<file path="src/design/udst_pkg.sv">
// Shared types and constants for the UDP socket demux table
package udst_pkg;

  localparam int SLOTS  = 16;
  localparam int SLOT_W = (SLOTS > 1) ? $clog2(SLOTS) : 1;

  localparam logic [1:0] REQ_WRITE  = 2'd0;
  localparam logic [1:0] REQ_LOOKUP = 2'd1;
  localparam logic [1:0] REQ_ALLOC  = 2'd2;

  localparam logic [1:0] STAT_OK     = 2'd0;
  localparam logic [1:0] STAT_MISS   = 2'd1;
  localparam logic [1:0] STAT_NOPORT = 2'd2;

  localparam logic [15:0] DYN_FIRST_RST = 16'd1024;
  localparam logic [15:0] DYN_LIMIT_RST = 16'd65535;

  localparam logic CFG_IDX_FIRST = 1'b0;
  localparam logic CFG_IDX_LIMIT = 1'b1;

  typedef enum logic [1:0] {
    S_IDLE,
    S_LOOK,
    S_ALLOC,
    S_RESP
  } state_t;

  // token moving down the cell chain; lookup or port probe
  typedef struct packed {
    logic              vld;
    logic              lookup;
    logic [31:0]       sip;
    logic [15:0]       sport;
    logic [31:0]       dip;
    logic [15:0]       dport;   // probe: candidate port
    logic              match;   // probe: port in use
    logic [SLOT_W-1:0] idx;
  } tok_t;

  // slot update broadcast to all cells
  typedef struct packed {
    logic              we;      // full slot write
    logic              pwe;     // local port only
    logic [SLOT_W-1:0] sel;
    logic              valid;
    logic [31:0]       lip;
    logic [15:0]       lport;
    logic [31:0]       rip;
    logic [15:0]       rport;
  } slot_wr_t;

endpackage

</file>
<file path="src/design/udst_cell.sv">
// One socket slot of the table plus its stage of the match chain
module udst_cell
  import udst_pkg::*;
(
  input  logic              clk,
  input  logic              rst_n,
  input  logic [SLOT_W-1:0] cell_idx,
  input  logic              kill,
  input  slot_wr_t          wr_i,
  input  tok_t              tok_i,
  output tok_t              tok_o
);

  logic        valid_r;
  logic [31:0] lip_r;
  logic [15:0] lport_r;
  logic [31:0] rip_r;
  logic [15:0] rport_r;
  tok_t        tok_r;
  tok_t        tok_nxt;
  logic        hit;

  always_comb begin
    hit = valid_r && (tok_i.dport != 16'd0) && (lport_r == tok_i.dport) &&
          ((lip_r == 32'd0) || (lip_r == tok_i.dip)) &&
          ((rip_r == 32'd0) || (rip_r == tok_i.sip)) &&
          ((rport_r == 16'd0) || (rport_r == tok_i.sport));
    tok_nxt = tok_i;
    if (tok_i.lookup) begin
      if (hit && !tok_i.match) begin
        tok_nxt.match = 1'b1;
        tok_nxt.idx   = cell_idx;
      end
    end else if (valid_r && (lport_r == tok_i.dport)) begin
      tok_nxt.match = 1'b1;
    end
  end

  // valid bits reset; token payload and slot fields load without reset
  always_ff @(posedge clk) begin
    if (!rst_n) begin
      valid_r   <= 1'b0;
      tok_r.vld <= 1'b0;
    end else begin
      tok_r.vld <= tok_nxt.vld && !kill;
      if (wr_i.we && (wr_i.sel == cell_idx)) begin
        valid_r <= wr_i.valid;
      end
    end
    tok_r.lookup <= tok_nxt.lookup;
    tok_r.sip    <= tok_nxt.sip;
    tok_r.sport  <= tok_nxt.sport;
    tok_r.dip    <= tok_nxt.dip;
    tok_r.dport  <= tok_nxt.dport;
    tok_r.match  <= tok_nxt.match;
    tok_r.idx    <= tok_nxt.idx;
    if (wr_i.we && (wr_i.sel == cell_idx)) begin
      lip_r   <= wr_i.lip;
      lport_r <= wr_i.lport;
      rip_r   <= wr_i.rip;
      rport_r <= wr_i.rport;
    end else if (wr_i.pwe && (wr_i.sel == cell_idx)) begin
      lport_r <= wr_i.lport;
    end
  end

  assign tok_o = tok_r;

endmodule

</file>
<file path="src/design/udp_socket_demux_table.sv">
// Lookup: the token runs through the 16-cell match chain, then S_RESP registers
// the result. Slot write or rejected request: S_RESP registers the result directly.
// Allocation: candidate ports enter the chain one per cycle; then S_RESP registers it.
// One request is worked at a time; the next is taken once the result is registered.
// Reset (sync, rst_n low): all slots invalid, dyn first 1024, limit 65535 (ports 1024..65534), pointer 1024.
module udp_socket_demux_table
  import udst_pkg::*;
(
  input  logic         clk,
  input  logic         rst_n,
  // request stream
  input  logic         in_tvalid,
  output logic         in_tready,
  // slot[3:0], entry_valid[4], entry_local_ip[36:5], entry_local_port[52:37],
  // entry_remote_ip[84:53], entry_remote_port[100:85], pkt_src_ip[132:101],
  // pkt_src_port[148:133], pkt_dst_ip[180:149], pkt_dst_port[196:181], zero fill
  input  logic [199:0] in_tdata,
  input  logic [1:0]   in_tuser,   // req_type[1:0]
  // result stream
  output logic         out_tvalid,
  input  logic         out_tready,
  output logic [23:0]  out_tdata,  // hit_slot[3:0], port_out[19:4], zero fill
  output logic [1:0]   out_tuser,  // status[1:0]
  // config
  input  logic         cfg_psel,
  input  logic         cfg_penable,
  input  logic         cfg_pwrite,
  input  logic [2:0]   cfg_paddr,
  input  logic [31:0]  cfg_pwdata,
  output logic [31:0]  cfg_prdata,
  output logic         cfg_pready
);

  logic [3:0]  f_slot;
  logic        f_entry_valid;
  logic [31:0] f_local_ip;
  logic [15:0] f_local_port;
  logic [31:0] f_remote_ip;
  logic [15:0] f_remote_port;
  logic [31:0] f_src_ip;
  logic [15:0] f_src_port;
  logic [31:0] f_dst_ip;
  logic [15:0] f_dst_port;

  assign f_slot        = in_tdata[3:0];
  assign f_entry_valid = in_tdata[4];
  assign f_local_ip    = in_tdata[36:5];
  assign f_local_port  = in_tdata[52:37];
  assign f_remote_ip   = in_tdata[84:53];
  assign f_remote_port = in_tdata[100:85];
  assign f_src_ip      = in_tdata[132:101];
  assign f_src_port    = in_tdata[148:133];
  assign f_dst_ip      = in_tdata[180:149];
  assign f_dst_port    = in_tdata[196:181];

  // config registers
  logic [15:0] dyn_first_r;
  logic [15:0] dyn_limit_r;
  logic        cfg_wr;

  assign cfg_pready = 1'b1;
  assign cfg_wr     = cfg_psel && cfg_penable && cfg_pwrite && cfg_pready;
  assign cfg_prdata = {16'd0, (cfg_paddr[2] == CFG_IDX_LIMIT) ? dyn_limit_r : dyn_first_r};

  always_ff @(posedge clk) begin
    if (!rst_n) begin
      dyn_first_r <= DYN_FIRST_RST;
      dyn_limit_r <= DYN_LIMIT_RST;
    end else if (cfg_wr) begin
      if (cfg_paddr[2] == CFG_IDX_FIRST) begin
        dyn_first_r <= cfg_pwdata[15:0];
      end else begin
        dyn_limit_r <= cfg_pwdata[15:0];
      end
    end
  end

  // cell chain
  tok_t     tok [SLOTS+1];
  tok_t     issue_tok;
  tok_t     exit_tok;
  slot_wr_t wr;
  logic     kill;

  assign tok[0]   = issue_tok;
  assign exit_tok = tok[SLOTS];

  for (genvar k = 0; k < SLOTS; k++) begin : g_cell
    udst_cell u_cell (
      .clk      (clk),
      .rst_n    (rst_n),
      .cell_idx (SLOT_W'(k)),
      .kill     (kill),
      .wr_i     (wr),
      .tok_i    (tok[k]),
      .tok_o    (tok[k+1])
    );
  end

  function automatic logic [15:0] port_norm(input logic [15:0] c, input logic [15:0] first,
                                            input logic [15:0] limit);
    return ((c < first) || (c >= limit)) ? first : c;
  endfunction

  function automatic logic [15:0] port_succ(input logic [15:0] c, input logic [15:0] first,
                                            input logic [15:0] limit);
    logic [16:0] n;
    n = {1'b0, c} + 17'd1;
    return (n >= {1'b0, limit}) ? first : n[15:0];
  endfunction

  // control
  state_t            state_r, state_nxt;
  logic [15:0]       next_port_r, next_port_nxt;
  logic [15:0]       cand_r, cand_nxt;
  logic [15:0]       issued_r, issued_nxt;
  logic [15:0]       ret_r, ret_nxt;
  logic [SLOT_W-1:0] sel_r, sel_nxt;
  logic [1:0]        res_stat_r, res_stat_nxt;
  logic [3:0]        res_hit_r, res_hit_nxt;
  logic [15:0]       res_port_r, res_port_nxt;
  logic              out_valid_r, out_valid_nxt;
  logic [1:0]        out_stat_r, out_stat_nxt;
  logic [3:0]        out_hit_r, out_hit_nxt;
  logic [15:0]       out_port_r, out_port_nxt;
  logic              slot_ok;
  logic [15:0]       tries;
  logic [15:0]       cand_c;

  assign slot_ok = {1'b0, f_slot} < 5'(SLOTS);
  assign tries   = dyn_limit_r - dyn_first_r;
  assign cand_c  = port_norm(cand_r, dyn_first_r, dyn_limit_r);

  always_comb begin
    state_nxt     = state_r;
    next_port_nxt = next_port_r;
    cand_nxt      = cand_r;
    issued_nxt    = issued_r;
    ret_nxt       = ret_r;
    sel_nxt       = sel_r;
    res_stat_nxt  = res_stat_r;
    res_hit_nxt   = res_hit_r;
    res_port_nxt  = res_port_r;
    out_valid_nxt = out_valid_r && !out_tready;
    out_stat_nxt  = out_stat_r;
    out_hit_nxt   = out_hit_r;
    out_port_nxt  = out_port_r;
    issue_tok     = '0;
    wr            = '0;
    kill          = 1'b0;
    in_tready     = (state_r == S_IDLE);

    case (state_r)
      S_IDLE: begin
        if (in_tvalid) begin
          res_stat_nxt = STAT_OK;
          res_hit_nxt  = 4'd0;
          res_port_nxt = 16'd0;
          state_nxt    = S_RESP;
          case (in_tuser)
            REQ_WRITE: begin
              wr.we    = slot_ok;
              wr.sel   = SLOT_W'(f_slot);
              wr.valid = f_entry_valid;
              wr.lip   = f_local_ip;
              wr.lport = f_local_port;
              wr.rip   = f_remote_ip;
              wr.rport = f_remote_port;
            end
            REQ_LOOKUP: begin
              issue_tok.vld    = 1'b1;
              issue_tok.lookup = 1'b1;
              issue_tok.sip    = f_src_ip;
              issue_tok.sport  = f_src_port;
              issue_tok.dip    = f_dst_ip;
              issue_tok.dport  = f_dst_port;
              state_nxt        = S_LOOK;
            end
            REQ_ALLOC: begin
              if (slot_ok && (dyn_limit_r > dyn_first_r)) begin
                cand_nxt   = next_port_r;
                issued_nxt = 16'd0;
                ret_nxt    = 16'd0;
                sel_nxt    = SLOT_W'(f_slot);
                state_nxt  = S_ALLOC;
              end else begin
                res_stat_nxt = STAT_NOPORT;
              end
            end
            default: begin
            end
          endcase
        end
      end
      S_LOOK: begin
        if (exit_tok.vld) begin
          res_stat_nxt = exit_tok.match ? STAT_OK : STAT_MISS;
          res_hit_nxt  = exit_tok.match ? 4'(exit_tok.idx) : 4'd0;
          state_nxt    = S_RESP;
        end
      end
      S_ALLOC: begin
        if (issued_r < tries) begin
          issue_tok.vld   = 1'b1;
          issue_tok.dport = cand_c;
          cand_nxt        = port_succ(cand_c, dyn_first_r, dyn_limit_r);
          issued_nxt      = issued_r + 16'd1;
        end
        if (exit_tok.vld) begin
          ret_nxt = ret_r + 16'd1;
          if (!exit_tok.match) begin
            // free port found: claim it and drop probes still in flight
            wr.pwe        = 1'b1;
            wr.sel        = sel_r;
            wr.lport      = exit_tok.dport;
            res_stat_nxt  = STAT_OK;
            res_port_nxt  = exit_tok.dport;
            next_port_nxt = port_succ(exit_tok.dport, dyn_first_r, dyn_limit_r);
            kill          = 1'b1;
            state_nxt     = S_RESP;
          end else if ((ret_r + 16'd1) == tries) begin
            res_stat_nxt  = STAT_NOPORT;
            next_port_nxt = cand_r;
            state_nxt     = S_RESP;
          end
        end
      end
      S_RESP: begin
        if (!out_valid_r || out_tready) begin
          out_valid_nxt = 1'b1;
          out_stat_nxt  = res_stat_r;
          out_hit_nxt   = res_hit_r;
          out_port_nxt  = res_port_r;
          state_nxt     = S_IDLE;
        end
      end
      default: begin
        state_nxt = S_IDLE;
      end
    endcase
  end

  always_ff @(posedge clk) begin
    if (!rst_n) begin
      state_r     <= S_IDLE;
      next_port_r <= DYN_FIRST_RST;
      out_valid_r <= 1'b0;
      issued_r    <= 16'd0;
      ret_r       <= 16'd0;
    end else begin
      state_r     <= state_nxt;
      next_port_r <= next_port_nxt;
      out_valid_r <= out_valid_nxt;
      issued_r    <= issued_nxt;
      ret_r       <= ret_nxt;
    end
  end

  always_ff @(posedge clk) begin
    cand_r     <= cand_nxt;
    sel_r      <= sel_nxt;
    res_stat_r <= res_stat_nxt;
    res_hit_r  <= res_hit_nxt;
    res_port_r <= res_port_nxt;
    out_stat_r <= out_stat_nxt;
    out_hit_r  <= out_hit_nxt;
    out_port_r <= out_port_nxt;
  end

  assign out_tvalid = out_valid_r;
  assign out_tuser  = out_stat_r;
  assign out_tdata  = {4'd0, out_port_r, out_hit_r};

endmodule

</file>
<file path="config.mk">
export PLATFORM = sky130hd
export DESIGN_NAME = udp_socket_demux_table
export DESIGN_NICKNAME = d
export VERILOG_FILES = /design/src/design/udst_pkg.sv /design/src/design/udst_cell.sv /design/src/design/udp_socket_demux_table.sv
export SDC_FILE = /design/constraint.sdc
export NUM_CORES = 2
export LEC_CHECK = 0
export BUFFER_PORTS_ARGS = -buffer_cell sky130_fd_sc_hd__buf_4
export CAP_MARGIN = 10
export CORE_ASPECT_RATIO = 1.75
export CORE_MARGIN = 4
export CORE_UTILIZATION = 61
export DETAILED_ROUTE_END_ITERATION = 8
export PLACE_DENSITY = 0.89
export REMOVE_ABC_BUFFERS = 1
export SLEW_MARGIN = 0
export SYNTH_ARGS = -nofsm -noshare
export SYNTH_HDL_FRONTEND = slang
export SYNTH_SLANG_ARGS = --single-unit
</file>
<file path="constraint.sdc">
create_clock -name clk -period 11.23 [get_ports clk]
set_clock_uncertainty 0.2 [all_clocks]
set_input_delay 2.246 -clock clk [delete_from_list [all_inputs] [get_ports clk]]
set_output_delay 2.246 -clock clk [all_outputs]
set_load 0.05 [all_outputs]
</file>
==> results.toml <==
[sta]
worst_slack_ps = 3784
tightestPinTransition_ps = 1468
report.final.hold_viol_count = 0
rsz0062_at_grt = "false"
fin_crit_sh = 0.6630
max_freq_ghz = 0.1343
fin_setup_tns_ps = 0
finalCriticalPeriod_ps = 7446
finalSetupViolCount = 0
drv_slew = 0
relSlewSlack = 0.01205

[grt]
grt_max_degree = 82
grt_pass1_wl_mm = 474.6
grt.overflow.total = 0
grt_pass1_vias = 70820
antenna_found_initial = 24
grt_usage = 0.3447

[setup_path]
r2r_end = "cand_r[10]$_DFFE_PP_"
endpoint = "cand_r[10]$_DFFE_PP_"
critPathLaunchType = "flop"
cp.required_ps = 11580
rrSetupSlack_ps = 3780
path_max_fanout = 26
reg2reg_depth = 21
critPathLaunch = "cand_r[12]$_DFFE_PP_"
criticalPathCategory = "flop to flop"
worstPathArrival_ps = 7790
cp-end-kind = "flop"
r2r_start = "cand_r[12]$_DFFE_PP_"

[clocking]
cts_tree = "done"
cts_buffers = 275
postCtsHoldBufs = 0
postCtsSetupBuffers = 0
cts-resized-gates = 0
cts_max_path_buffers = 4
h-tree-depth = 5
root_buffer = "clkbuf_16"
clk_pin_slew_ps = 70
clk_latency_ps = 830
clock-sinks = 3251

[synthesis]
synth_edf_count = 1600
synth_common_cells = "1651 x dfxtp_1, 1600 x edfxtp_1, 1243 x xor2_1, 696 x nor4_1, 327 x xnor2_1"
synth_top_area_share = 0.4279
syn_area_per_cell_um2 = 14.74
synth_top_cell_by_area = "edfxtp_1"
synthesis.area_um2 = 112300
synth.yosys.warnings = 0
async_reset_ff_frac = 0
synth-seq-area-share = 0.7222
netlist_instances = 7620
synth_area_leaders = "edfxtp_1 43%, dfxtp_1 29%, xor2_1 9.7%"
synth.most_common_cell = "dfxtp_1"
ys_types = 88
synth_ff_type = "dfxtp_1"
ys_seq_elements = 3251

[power_and_ir_drop]
power_switching_mw = 6.281
leakagePower_nw = 47.01
power_density_nw_per_um2 = 200.4
seq_power_share = 0.541
p_int_mw = 19.09
power_switching_share = 0.2476
peakVddDrop_mv = 0.1746
p_clk_frac = 0.376
comb_power_share = 0.082

[layout]
fillers = 11608
area_growth_pct = 12.76
ff_latch_area_um2 = 81100
nets = 8493
final_layout_size_suffix_gt1_frac = 0.1017
multi_input_area_um2 = 30560

[die]
die_height_um = 575.6
io_pins = 305
die_x_um = 332.3
die_area_um2 = 191300
rows = 208
core_um2 = 183200
start_util = 0.6129

[detailed_routing]
num_vias = 67278
post-route-drc-count = 0
ant_nets = 0
wl_per_cell_um = 31.34
dr.pass1.iters = 8
viasPerCell = 6.239
drtIter0Drc = 6539
drt_wl_total_mm = 337.9

[run_status]
violations = "max-capacitance violations"
outcome = "finished, violations left"

[placed_design]
place_ws_ps = 3889
port_buffers = 262
place_congestion = 1.027
dp_hpwl_mm = 235.3

[run]
drv_cap = 1

[min_path]
hp-class = "flop to flop"
power groups by stage:
| stage | Clock, mW | Sequential, mW | Combinational [mW] |
|---|---|---|---|
| CTS | 9.57 | 13.7 | 2.04 |
| detailed placement | 0 | 13.9 | 2.00 |
| global route | 10.0 | 13.8 | 2.17 |
| floorplan | 0 | 13.7 | 1.12 |
| global placement | 0 | 13.9 | 1.95 |
| finish | 9.55 | 13.7 | 2.09 |
worst min-delay path by stage:
stage	start	endpoint	slack [ps]	cells past startpoint
CTS	g_cell[2].u_cell.tok_o[46]$_DFF_P_	g_cell[3].u_cell.tok_o[46]$_DFF_P_	140	0
floorplan	g_cell[2].u_cell.tok_o[101]$_DFF_P_	g_cell[3].u_cell.tok_o[101]$_DFF_P_	130	0
global route	g_cell[2].u_cell.tok_o[46]$_DFF_P_	g_cell[3].u_cell.tok_o[46]$_DFF_P_	150	0
detailed placement	g_cell[2].u_cell.tok_o[101]$_DFF_P_	g_cell[3].u_cell.tok_o[101]$_DFF_P_	140	0
finish	g_cell[2].u_cell.tok_o[49]$_DFF_P_	g_cell[3].u_cell.tok_o[49]$_DFF_P_	150	0
global placement	g_cell[2].u_cell.tok_o[101]$_DFF_P_	g_cell[3].u_cell.tok_o[101]$_DFF_P_	140	0
layer usage:
metal,vias up,part of all wire,global-route usage
li1,28956,-,-
met4,18,0.11,0.3120
met3,1444,0.066,0.05870
met1,33145,0.31,0.3340
met5,-,0.00038,0
met2,3715,0.52,0.6221
layout make-up:
type / count / share of cell area
Sequential cell: 3251 / 0.6405
Multi-Input combinational cell: 4182 / 0.2413
Clock buffer: 381 / 0.06166
Tap cell: 2415 / 0.02387
Timing Repair Buffer: 356 / 0.02135
Clock inverter: 114 / 0.008815
Inverter: 76 / 0.002263
Antenna cell: 8 / 0.0001581
sequential cells by signal (all words and copies together), names as in the netlist, 4 cells and up:
| register | cells |
|---|---|
| g_cell.u_cell.lip_r | 512 |
| dyn_limit_r | 16 |
| next_port_r | 16 |
| cand_r | 16 |
| out_hit_r | 4 |
| out_port_r | 16 |
| g_cell.u_cell.rip_r | 512 |
| issued_r | 16 |
| g_cell.u_cell.tok_o | 1552 |
| res_hit_r | 4 |
| res_port_r | 16 |
| g_cell.u_cell.valid_r | 16 |
| ret_r | 16 |
| sel_r | 4 |
| g_cell.u_cell.lport_r | 256 |
| g_cell.u_cell.rport_r | 256 |
| dyn_first_r | 16 |
cells by family (layout without fill, tap and decap cells):
kind of cell,Yosys count,in the layout,share of synthesized area
other cells,2,29,0.00006688
compound gates,514,514,0.03148
flops,3251,3251,0.7222
simple gates,1907,1907,0.09777
buf+inv,206,927,0.007811
fa+ha+maj,107,107,0.01199
mux,60,60,0.005572
xor+xnor,1573,1573,0.1231
cell usage in the layout, fill, tap and decap left out, types with 17 or more instances in the layout:
cell type	Yosys	layout
a2111oi_0	20	20
a21boi_0	24	24
a21o_1	22	22
a21oi_1	80	80
a22o_1	18	18
a31oi_1	46	46
and2_1	183	183
and3_1	37	36
buf_4	22	353
bufinv_16	0	17
clkbuf_1	90	68
clkbuf_16	0	288
clkbuf_8	0	26
clkinv_1	0	23
clkinv_2	0	40
conb_1	2	21
dfxtp_1	1651	1651
edfxtp_1	1600	1600
ha_1	106	105
inv_1	76	75
mux2i_1	49	49
nand2_1	217	217
nand3_1	94	93
nand4_1	266	266
nor2_1	192	176
nor2b_1	61	60
nor3_1	28	25
nor4_1	696	695
nor4bb_1	37	37
o211ai_1	54	54
o21a_1	17	17
o21ai_0	96	95
o22ai_1	36	36
o32ai_1	19	19
or2_2	33	33
or3_1	18	18
xnor2_1	327	327
xor2_1	1243	1243
metrics by stage:
stage,instance area (um^2),instances,total power [mW],hold WS (ps),util
after CTS,126500,10768,25.32,140.1,0.6905
after global routing,126600,10779,25.97,151.6,0.6910
after global placement,117600,10272,15.87,139.0,0.6417
after floorplan,111800,7509,14.82,130.8,-
final,126600,10783,25.37,145.6,0.6910
after detailed placement,117600,10273,15.94,143.7,0.6418
worst max-delay path, cell delays in order (launching register included):
cell and delay [ps]:
edfxtp_1 550, ha_1 350, nand4_2 280, a211oi_1 160
or4_4 550, o22ai_4 320, o21a_1 230, buf_4 400
mux2_4 280, ha_1 640, inv_1 350, o211ai_1 260
nand3_1 160, ha_1 370, a21o_1 230, a21o_1 210
a211oi_1 230, a21oi_1 140, a211oi_4 470, buf_4 380
mux2i_1 280, a21oi_1 90
Power figures use the tool's default switching activity.
